[config.mk]
export PLATFORM = sky130hd
export DESIGN_NAME = inactivity_power_state_controller_top
export DESIGN_NICKNAME = d
export VERILOG_FILES = /design/src/hw/rtl/ipsc_pkg.sv /design/src/hw/rtl/ipsc_cfg.sv /design/src/hw/rtl/ipsc_core.sv /design/src/hw/rtl/inactivity_power_state_controller_top.sv
export SDC_FILE = /design/constraint.sdc
export NUM_CORES = 1
export LEC_CHECK = 0
export BUFFER_PORTS_ARGS = -buffer_cell sky130_fd_sc_hd__buf_2
export CAP_MARGIN = 10
export CORE_ASPECT_RATIO = 0.5
export CORE_MARGIN = 2
export CORE_UTILIZATION = 52
export CTS_BUF_LIST = sky130_fd_sc_hd__clkbuf_8
export DETAILED_ROUTE_END_ITERATION = 7
export MAX_ROUTING_LAYER = met4
export PLACE_DENSITY_LB_ADDON = 0.08
export SLEW_MARGIN = 30
export SYNTH_ARGS = -nofsm -noshare
export SYNTH_HDL_FRONTEND = slang
export SYNTH_HIERARCHICAL = 1
export SYNTH_SLANG_ARGS = --single-unit
[constraint.sdc]
create_clock -name clk -period 16.6 [get_ports clk]
set_input_delay 0.83 -clock clk [delete_from_list [all_inputs] [get_ports clk]]
set_output_delay 0.83 -clock clk [all_outputs]
set_load 0.05 [all_outputs]
[src/hw/rtl/ipsc_pkg.sv]
package ipsc_pkg;

	// Input function codes
	localparam logic [3:0] FUNC_TICK        = 4'd0;
	localparam logic [3:0] FUNC_BUTTON      = 4'd1;
	localparam logic [3:0] FUNC_ROTARY      = 4'd2;
	localparam logic [3:0] FUNC_TIMER       = 4'd3;
	localparam logic [3:0] FUNC_SET_HEATER  = 4'd4;
	localparam logic [3:0] FUNC_FORCE_DISP  = 4'd5;
	localparam logic [3:0] FUNC_FORCE_LIGHT = 4'd6;
	localparam logic [3:0] FUNC_FORCE_DEEP  = 4'd7;
	localparam logic [3:0] FUNC_FORCE_WAKE  = 4'd8;

	// Power states
	localparam logic [1:0] PWR_ACTIVE      = 2'd0;
	localparam logic [1:0] PWR_DISPLAY_OFF = 2'd1;
	localparam logic [1:0] PWR_LIGHT       = 2'd2;
	localparam logic [1:0] PWR_DEEP        = 2'd3;

	// Wake reasons
	localparam logic [1:0] RSN_UNKNOWN = 2'd0;
	localparam logic [1:0] RSN_BUTTON  = 2'd1;
	localparam logic [1:0] RSN_ROTARY  = 2'd2;
	localparam logic [1:0] RSN_TIMER   = 2'd3;

	// Configuration register indexes
	localparam logic [1:0] CFG_SLEEP_EN      = 2'd0;
	localparam logic [1:0] CFG_DISPLAY_OFF   = 2'd1;
	localparam logic [1:0] CFG_LIGHT_SLEEP   = 2'd2;
	localparam logic [1:0] CFG_DEEP_SLEEP    = 2'd3;

	// Configuration reset values
	localparam logic [31:0] DISPLAY_OFF_RESET = 32'd30000;
	localparam logic [31:0] LIGHT_SLEEP_RESET = 32'd60000;
	localparam logic [31:0] DEEP_SLEEP_RESET  = 32'd300000;

	typedef struct packed {
		logic [3:0] func;
		logic       heater_on;
	} item_t;

	typedef struct packed {
		logic [1:0]  power_state;
		logic [1:0]  wake_reason;
		logic [31:0] idle_time;
		logic [31:0] since_wake_time;
	} result_t;

	typedef struct packed {
		logic        sleep_en;
		logic [31:0] display_off_timeout;
		logic [31:0] light_sleep_timeout;
		logic [31:0] deep_sleep_timeout;
		logic        sleep_off;
	} cfg_t;

	// Saturating increment of a 32-bit counter
	function automatic logic [31:0] sat_inc(input logic [31:0] v);
		logic [31:0] r;
		if (v == 32'hFFFF_FFFF) begin
			r = v;
		end else begin
			r = v + 32'd1;
		end
		return r;
	endfunction

endpackage

[src/hw/rtl/ipsc_cfg.sv]
module ipsc_cfg
	import ipsc_pkg::*;
(
	input  logic        clk,
	input  logic        arst_n,
	input  logic        cfg_we,
	input  logic [1:0]  cfg_index,
	input  logic [31:0] cfg_data,
	output cfg_t        cfg
);

	logic        sleep_en_q;
	logic [31:0] display_off_q;
	logic [31:0] light_sleep_q;
	logic [31:0] deep_sleep_q;

	// Write the addressed register
	always_ff @(posedge clk or negedge arst_n) begin
		if (!arst_n) begin
			sleep_en_q    <= 1'b1;
			display_off_q <= DISPLAY_OFF_RESET;
			light_sleep_q <= LIGHT_SLEEP_RESET;
			deep_sleep_q  <= DEEP_SLEEP_RESET;
		end else if (cfg_we) begin
			unique case (cfg_index)
				CFG_SLEEP_EN:    sleep_en_q    <= cfg_data[0];
				CFG_DISPLAY_OFF: display_off_q <= cfg_data;
				CFG_LIGHT_SLEEP: light_sleep_q <= cfg_data;
				CFG_DEEP_SLEEP:  deep_sleep_q  <= cfg_data;
				default: ;
			endcase
		end
	end

	// Flag a write that turns sleep off; the core wakes on it
	assign cfg.sleep_off = cfg_we && (cfg_index == CFG_SLEEP_EN) && !cfg_data[0];
	assign cfg.sleep_en            = sleep_en_q;
	assign cfg.display_off_timeout = display_off_q;
	assign cfg.light_sleep_timeout = light_sleep_q;
	assign cfg.deep_sleep_timeout  = deep_sleep_q;

endmodule

[src/hw/rtl/ipsc_core.sv]
module ipsc_core
	import ipsc_pkg::*;
(
	input  logic    clk,
	input  logic    arst_n,
	input  logic    proc,
	input  item_t   item,
	input  cfg_t    cfg,
	output result_t res
);

	logic [1:0]  mode_q;
	logic [1:0]  reason_q;
	logic        heater_q;
	logic [31:0] idle_q;
	logic [31:0] wake_q;

	logic [1:0]  mode_d;
	logic [1:0]  reason_d;
	logic        heater_d;
	logic [31:0] idle_d;
	logic [31:0] wake_d;
	logic [31:0] idle_inc;
	logic [1:0]  target;

	assign idle_inc = sat_inc(idle_q);

	// Pick the tick target by priority
	always_comb begin
		if (!heater_q && (idle_inc > cfg.deep_sleep_timeout)) begin
			target = PWR_DEEP;
		end else if (idle_inc > cfg.light_sleep_timeout) begin
			target = PWR_LIGHT;
		end else if (idle_inc > cfg.display_off_timeout) begin
			target = PWR_DISPLAY_OFF;
		end else begin
			target = PWR_ACTIVE;
		end
	end

	// Apply one request to the state
	always_comb begin
		mode_d   = mode_q;
		reason_d = reason_q;
		heater_d = heater_q;
		idle_d   = idle_q;
		wake_d   = wake_q;
		if (proc) begin
			unique case (item.func)
				FUNC_TICK: begin
					idle_d = idle_inc;
					wake_d = sat_inc(wake_q);
					if (!cfg.sleep_en) begin
						mode_d = PWR_ACTIVE;
					end else if (target != mode_q) begin
						mode_d = target;
						if (target == PWR_ACTIVE) begin
							wake_d = '0;
						end
					end
				end
				FUNC_BUTTON, FUNC_ROTARY, FUNC_TIMER: begin
					reason_d = item.func[1:0];
					idle_d   = '0;
					if (mode_q != PWR_ACTIVE) begin
						mode_d = PWR_ACTIVE;
						wake_d = '0;
					end
				end
				FUNC_SET_HEATER: begin
					heater_d = item.heater_on;
					if (item.heater_on && (mode_q == PWR_DEEP)) begin
						mode_d = PWR_ACTIVE;
						wake_d = '0;
					end
				end
				FUNC_FORCE_DISP: begin
					if (cfg.sleep_en) begin
						mode_d = PWR_DISPLAY_OFF;
					end
				end
				FUNC_FORCE_LIGHT: begin
					if (cfg.sleep_en) begin
						mode_d = PWR_LIGHT;
					end
				end
				FUNC_FORCE_DEEP: begin
					if (cfg.sleep_en) begin
						mode_d = heater_q ? PWR_LIGHT : PWR_DEEP;
					end
				end
				FUNC_FORCE_WAKE: begin
					if (mode_q != PWR_ACTIVE) begin
						mode_d = PWR_ACTIVE;
						wake_d = '0;
					end
				end
				default: ;
			endcase
		end
		// Wake at once when sleep is turned off
		if (cfg.sleep_off && (mode_d != PWR_ACTIVE)) begin
			mode_d = PWR_ACTIVE;
			wake_d = '0;
		end
	end

	always_ff @(posedge clk or negedge arst_n) begin
		if (!arst_n) begin
			mode_q   <= PWR_ACTIVE;
			reason_q <= RSN_UNKNOWN;
			heater_q <= 1'b0;
			idle_q   <= '0;
			wake_q   <= '0;
		end else begin
			mode_q   <= mode_d;
			reason_q <= reason_d;
			heater_q <= heater_d;
			idle_q   <= idle_d;
			wake_q   <= wake_d;
		end
	end

	// Report the state after the update
	assign res.power_state     = mode_d;
	assign res.wake_reason     = reason_d;
	assign res.idle_time       = idle_d;
	assign res.since_wake_time = wake_d;

endmodule

[src/hw/rtl/inactivity_power_state_controller_top.sv]
// Inactivity power-state controller.
// Request channel: item_valid / item_stall / item carry one request per
// accepted cycle: a one-millisecond tick or an event (button, rotary, timer,
// heater update, force commands). Result channel: result_valid /
// result_stall / result return exactly one result per request, in order:
// power state, wake reason, idle time and time since wake.
// Path: an accepted request is latched in the input stage, then applied to
// the state and its result loaded into the result register once that
// register is free; the result is shown from then on.
// Throughput: one request per cycle while result_stall is low; the state
// update between the input stage and the result register is combinational.
// When result_stall is high the result holds; an empty input stage still
// takes one more request, then item_stall rises until the result drains.
// Configuration: cfg_we / cfg_index / cfg_data write one register per cycle.
// Reset: the block is active, reason unknown, heater off, counters zero,
// timeouts 30000 / 60000 / 300000 ms and sleep enabled.
module inactivity_power_state_controller_top
	import ipsc_pkg::*;
(
	input  logic        clk,
	input  logic        arst_n,
	input  logic        item_valid,
	output logic        item_stall,
	input  item_t       item,
	output logic        result_valid,
	input  logic        result_stall,
	output result_t     result,
	input  logic        cfg_we,
	input  logic [1:0]  cfg_index,
	input  logic [31:0] cfg_data
);

	cfg_t    cfg;
	result_t res;
	item_t   item_s1;
	logic    valid_s1;
	result_t result_s2;
	logic    valid_s2;
	logic    adv_s2;
	logic    adv_s1;
	logic    proc;

	ipsc_cfg u_cfg (
		.clk       (clk),
		.arst_n    (arst_n),
		.cfg_we    (cfg_we),
		.cfg_index (cfg_index),
		.cfg_data  (cfg_data),
		.cfg       (cfg)
	);

	// Result register frees when empty or taken
	assign adv_s2     = !valid_s2 || !result_stall;
	assign proc       = valid_s1 && adv_s2;
	assign adv_s1     = !valid_s1 || adv_s2;
	assign item_stall = !adv_s1;

	ipsc_core u_core (
		.clk    (clk),
		.arst_n (arst_n),
		.proc   (proc),
		.item   (item_s1),
		.cfg    (cfg),
		.res    (res)
	);

	// Input stage
	always_ff @(posedge clk or negedge arst_n) begin
		if (!arst_n) begin
			valid_s1 <= 1'b0;
		end else if (adv_s1) begin
			valid_s1 <= item_valid;
		end
	end

	always_ff @(posedge clk) begin
		if (adv_s1 && item_valid) begin
			item_s1 <= item;
		end
	end

	// Result stage
	always_ff @(posedge clk or negedge arst_n) begin
		if (!arst_n) begin
			valid_s2 <= 1'b0;
		end else if (adv_s2) begin
			valid_s2 <= valid_s1;
		end
	end

	always_ff @(posedge clk) begin
		if (proc) begin
			result_s2 <= res;
		end
	end

	assign result_valid = valid_s2;
	assign result       = result_s2;

endmodule

==> metrics.md <==
| Metric | Value |
|---|---|
| Vias | `between 9000 and 10000` |
| Yosys top cell by area | `dfrtp_1` |
| DRC violations left | `0` |
| Layout area overhead | `12.35%` |
| Post-CTS Resized | `0` |
| CP required | `about 17 ns` |
| Rel. slew slack | `between 20% and 30%` |
| DR iter-0 viols | `630` |
| Largest net degree at the start of global routing | `78` |
| Final setup vio count | `0` |
| Reg2reg setup slack | `10.13 ns` |
| Final Slew Violations | `0` |
| CP top delay family | `compound AO/OA/AOI/OAI gates` |
| Root Buffer | `clkbuf_8` |
| Met3 Usage GRT | `a little under 6%` |
| Initial antenna violation count | `2` |
| Yosys warns | `6` |
| Top_reg_cell synth | `dfrtp_1` |
| Most frequent cell after synthesis | `dfrtp_1` |
| Cell area after layout | `~14000 sq um` |
| Worst Tran Pin Value | `between 1 and 1.5 ns` |
| Bufs on Longest Clock Path | `3` |
| Syn nets | `between 1000 and 1500` |
| Post-Syn Area | `approximately 13000 sq um` |
| Clock Sinks | `between 200 and 250` |
| Hold buffers post-CTS | `0` |
| Reg2reg start | `u_core/idle_q[0]` |
| Inserted Clock Buffers | `37` |
| Clk slew on worst S/H paths | `~0.060 ns` |
| Critical Path Fanout Max | `63` |
| Setup TNS | `0 ns` |
| Peak VDD IR | `0.00005719 V` |
| Post-route ant nets | `0` |
| PD cells | `between 100 and 150 nW/um^2` |
| Endpoint class of the critical path | `flop` |
| Minimum clock period | `roughly 6.5 ns` |
| Setup Buffers After CTS | `0` |
| CP startpoint kind | `flop` |
| Placed inst area | `13630 sq um` |
| Num rows | `40` |
| Skew final | `0.02989 ns` |
| Netlist cell types | `63` |
| Final hold viol count | `0` |
| CP cell instances | `ha_1, and3_1, and3_1, and4_1, and4b_1, nand4_1, nor2_1, xor2_1, ha_1, a21oi_1, o21ai_1, a221o_1, a2111oi_0, a21boi_1, o41a_4, a21oi_1, nand2b_1, a21oi_1` |
| Die outline height | `115.0 um` |
| Global route hottest layer | `met2` |
| RSZ-0062 raised after global routing | `false` |
| Syn Inst Count | `around 1200` |
| CP peak stage delay | `just over 0.8 ns` |
| Clk Latency, worst-skew pair | `0.55 ns` |
| Area of the multi-input gates | `5804 sq um` |
| Core footprint | `roughly 24000 sq um` |
| Slowest CP cell | `a2111oi_0` |
| Final wirelength | `between 30 and 40 mm` |
| Reg2Reg Depth | `18` |
| Post-DR wirelength/cell | `around 18 um` |
| Ports | `114` |
| Number of synthesized flops with an enable pin | `73` |
| Tcrit/Tclk final | `38.96%` |
| Post-synth top cells | `dfrtp_1 (145), inv_1 (103), mux2_2 (99)` |
| Met2 usage | `39.43%` |
| Ratio of cells with drive above 1 in the final layout | `between 20% and 30%` |
| Die area | `between 20000 and 30000 sq um` |
| CP dominant cell by count | `a21oi_1` |
| Yosys top cell area share | `about 28%` |
| Placed wire-length estimate | `21.09 mm` |
| Vias/cell | `approximately 5.7` |
| Met1 usage | `about a third` |
| Die width | `around 230 um` |
| Share of the yosys chip area belonging to registers | `between 50% and 60%` |
| HP Class | `in -> async` |
| TritonRoute pass-1 iters | `5` |
| Avg Cell Area, Syn | `between 10 and 15 sq um` |
| Sequential Area | `between 6000 and 7000 sq um` |
| Outcome | `finished, final reports clean` |
| Leakage power | `roughly 6.6 nW` |
| Global-route wire length before repair | `48.59 mm` |
| Synth async-reset ratio | `between 60% and 70%` |
| GP Congestion | `about 0.85` |
| Synth Register Bits | `241` |
| Initial Util | `53.22%` |
| FMAX | `0.1546 GHz` |
| Worst Path Buf+Inv | `0` |
| Setup Crit Path Kind | `reg -> reg` |
| Congestion Overflow GR | `0` |
| GRT Total Usage | `about 25%` |
| Nets | `between 1000 and 1500` |
| CTS tree | `done` |
| H-tree Lvls | `2` |
| Port Buffers | `about 110` |
| R2R Path End | `result[1]` |
| Max-capacitance violation count | `0` |
| # fillers | `roughly 2000` |
| Number of global-route vias before repair | `9306` |
| Synth top area cells | `dfrtp_1 (28%), edfxtp_1 (17%), ha_1 (9.6%)` |
| WP data arrival | `6.71 ns` |
==> cells by family after synthesis <==
logic type | share of synthesized area, %
flip-flops | 50.15
AND/OR/NAND/NOR | 13.00
adder cells (fa/ha/maj) | 9.570
XOR/XNOR | 1.982
multiplexers | 8.779
AO/OA/AOI/OAI | 11.44
buffers and inverters | 5.088
==> placed cells by master, fill, tap and decap left out, types with 6 or more instances in the layout <==
cell type / instances
mux2_2: 99
dfstp_2: 23
a311oi_1: 22
edfxtp_1: 73
ha_1: 98
and3_1: 16
a41oi_1: 6
clkbuf_8: 42
nand4_1: 36
inv_1: 116
a21oi_1: 73
nand2b_1: 9
nor2b_1: 14
nor2_1: 42
a21o_1: 11
nand3_1: 41
xor2_1: 17
o31ai_1: 12
o21ai_1: 13
nand3b_1: 9
clkinv_1: 7
nor4_1: 8
nand2_1: 95
buf_2: 112
and4_1: 13
o21ai_0: 51
xnor2_1: 12
dfrtp_1: 145
==> cell type report <==
class                           instances  area share [%]
Antenna cell                            2         0.03477
Clock buffer                           42           4.016
Clock inverter                         26          0.9387
Inverter                              103           2.686
Multi-Input combinational cell        772           40.32
Sequential cell                       241           44.63
Tap cell                              336           2.920
Timing Repair Buffer                  119           4.450
==> state kept, by name (all words and copies together), names as in the netlist <==
name / cells
u_cfg/sleep_en_q: 1
u_cfg/light_sleep_q: 32
u_core/idle_q: 32
u_cfg/deep_sleep_q: 32
u_core/mode_q: 2
u_cfg/display_off_q: 32
result_valid: 1
u_core/wake_q: 32
u_core/reason_q: 2
result: 68
valid_s1: 1
u_core/heater_q: 1
item_s1: 5
==> worst register-to-register path: cells and delay by family (launching register included) <==
| kind | cells | cell delay, ns |
|---|---|---|
| DFF | 1 | 0.43 |
| xor gates and xnor gates | 1 | 0.33 |
| and+or+nand+nor | 7 | 1.87 |
| adders and majority gates | 2 | 0.59 |
| AOI/OAI and AO/OA | 8 | 2.94 |
==> power by group <==
part	switching [mW]	internal (mW)	total, mW
clock	0.236	0.248	0.484
sequential	0.0376	0.688	0.726
combinational	0.166	0.0997	0.265
total	0.440	1.04	1.48
==> per-layer routing <==
layer | vias up | part of all wire [%]
met1 | 4547 | 45
li1 | 4472 | -
met4 | 0 | 1.7
met5 | - | 0
met3 | 47 | 6.4
met2 | 232 | 47
==> through the flow <==
step           utilization, %  total power, mW  setup WS, ns  hold WS (ns)  instances
2_1_floorplan               -           0.9223         8.054        0.4368       1158
3_3_place_gp            56.53           0.9913         10.13        0.4589       1570
3_5_place_dp            56.61           0.9994         10.12        0.4641       1570
4_1_cts                 59.57            1.491         10.11        0.2080       1638
5_1_grt                 59.80            1.555         9.881        0.2384       1641
6_report                59.80            1.475         10.13        0.2314       1641
==> worst max path at each step <==
stage | start | endpoint | slack [ns] | cells past startpoint
2_1_floorplan | result_stall | result[15] | 8.05 | 10
3_3_place_gp | u_core/idle_q[0] | result[18] | 10.13 | 15
3_5_place_dp | u_core/idle_q[0] | result[1] | 10.12 | 18
4_1_cts | u_core/idle_q[0] | result[1] | 10.11 | 18
5_1_grt | u_core/idle_q[0] | result[30] | 9.88 | 17
6_report | u_core/idle_q[0] | result[1] | 10.13 | 18
(Power assumes the default switching activity.)
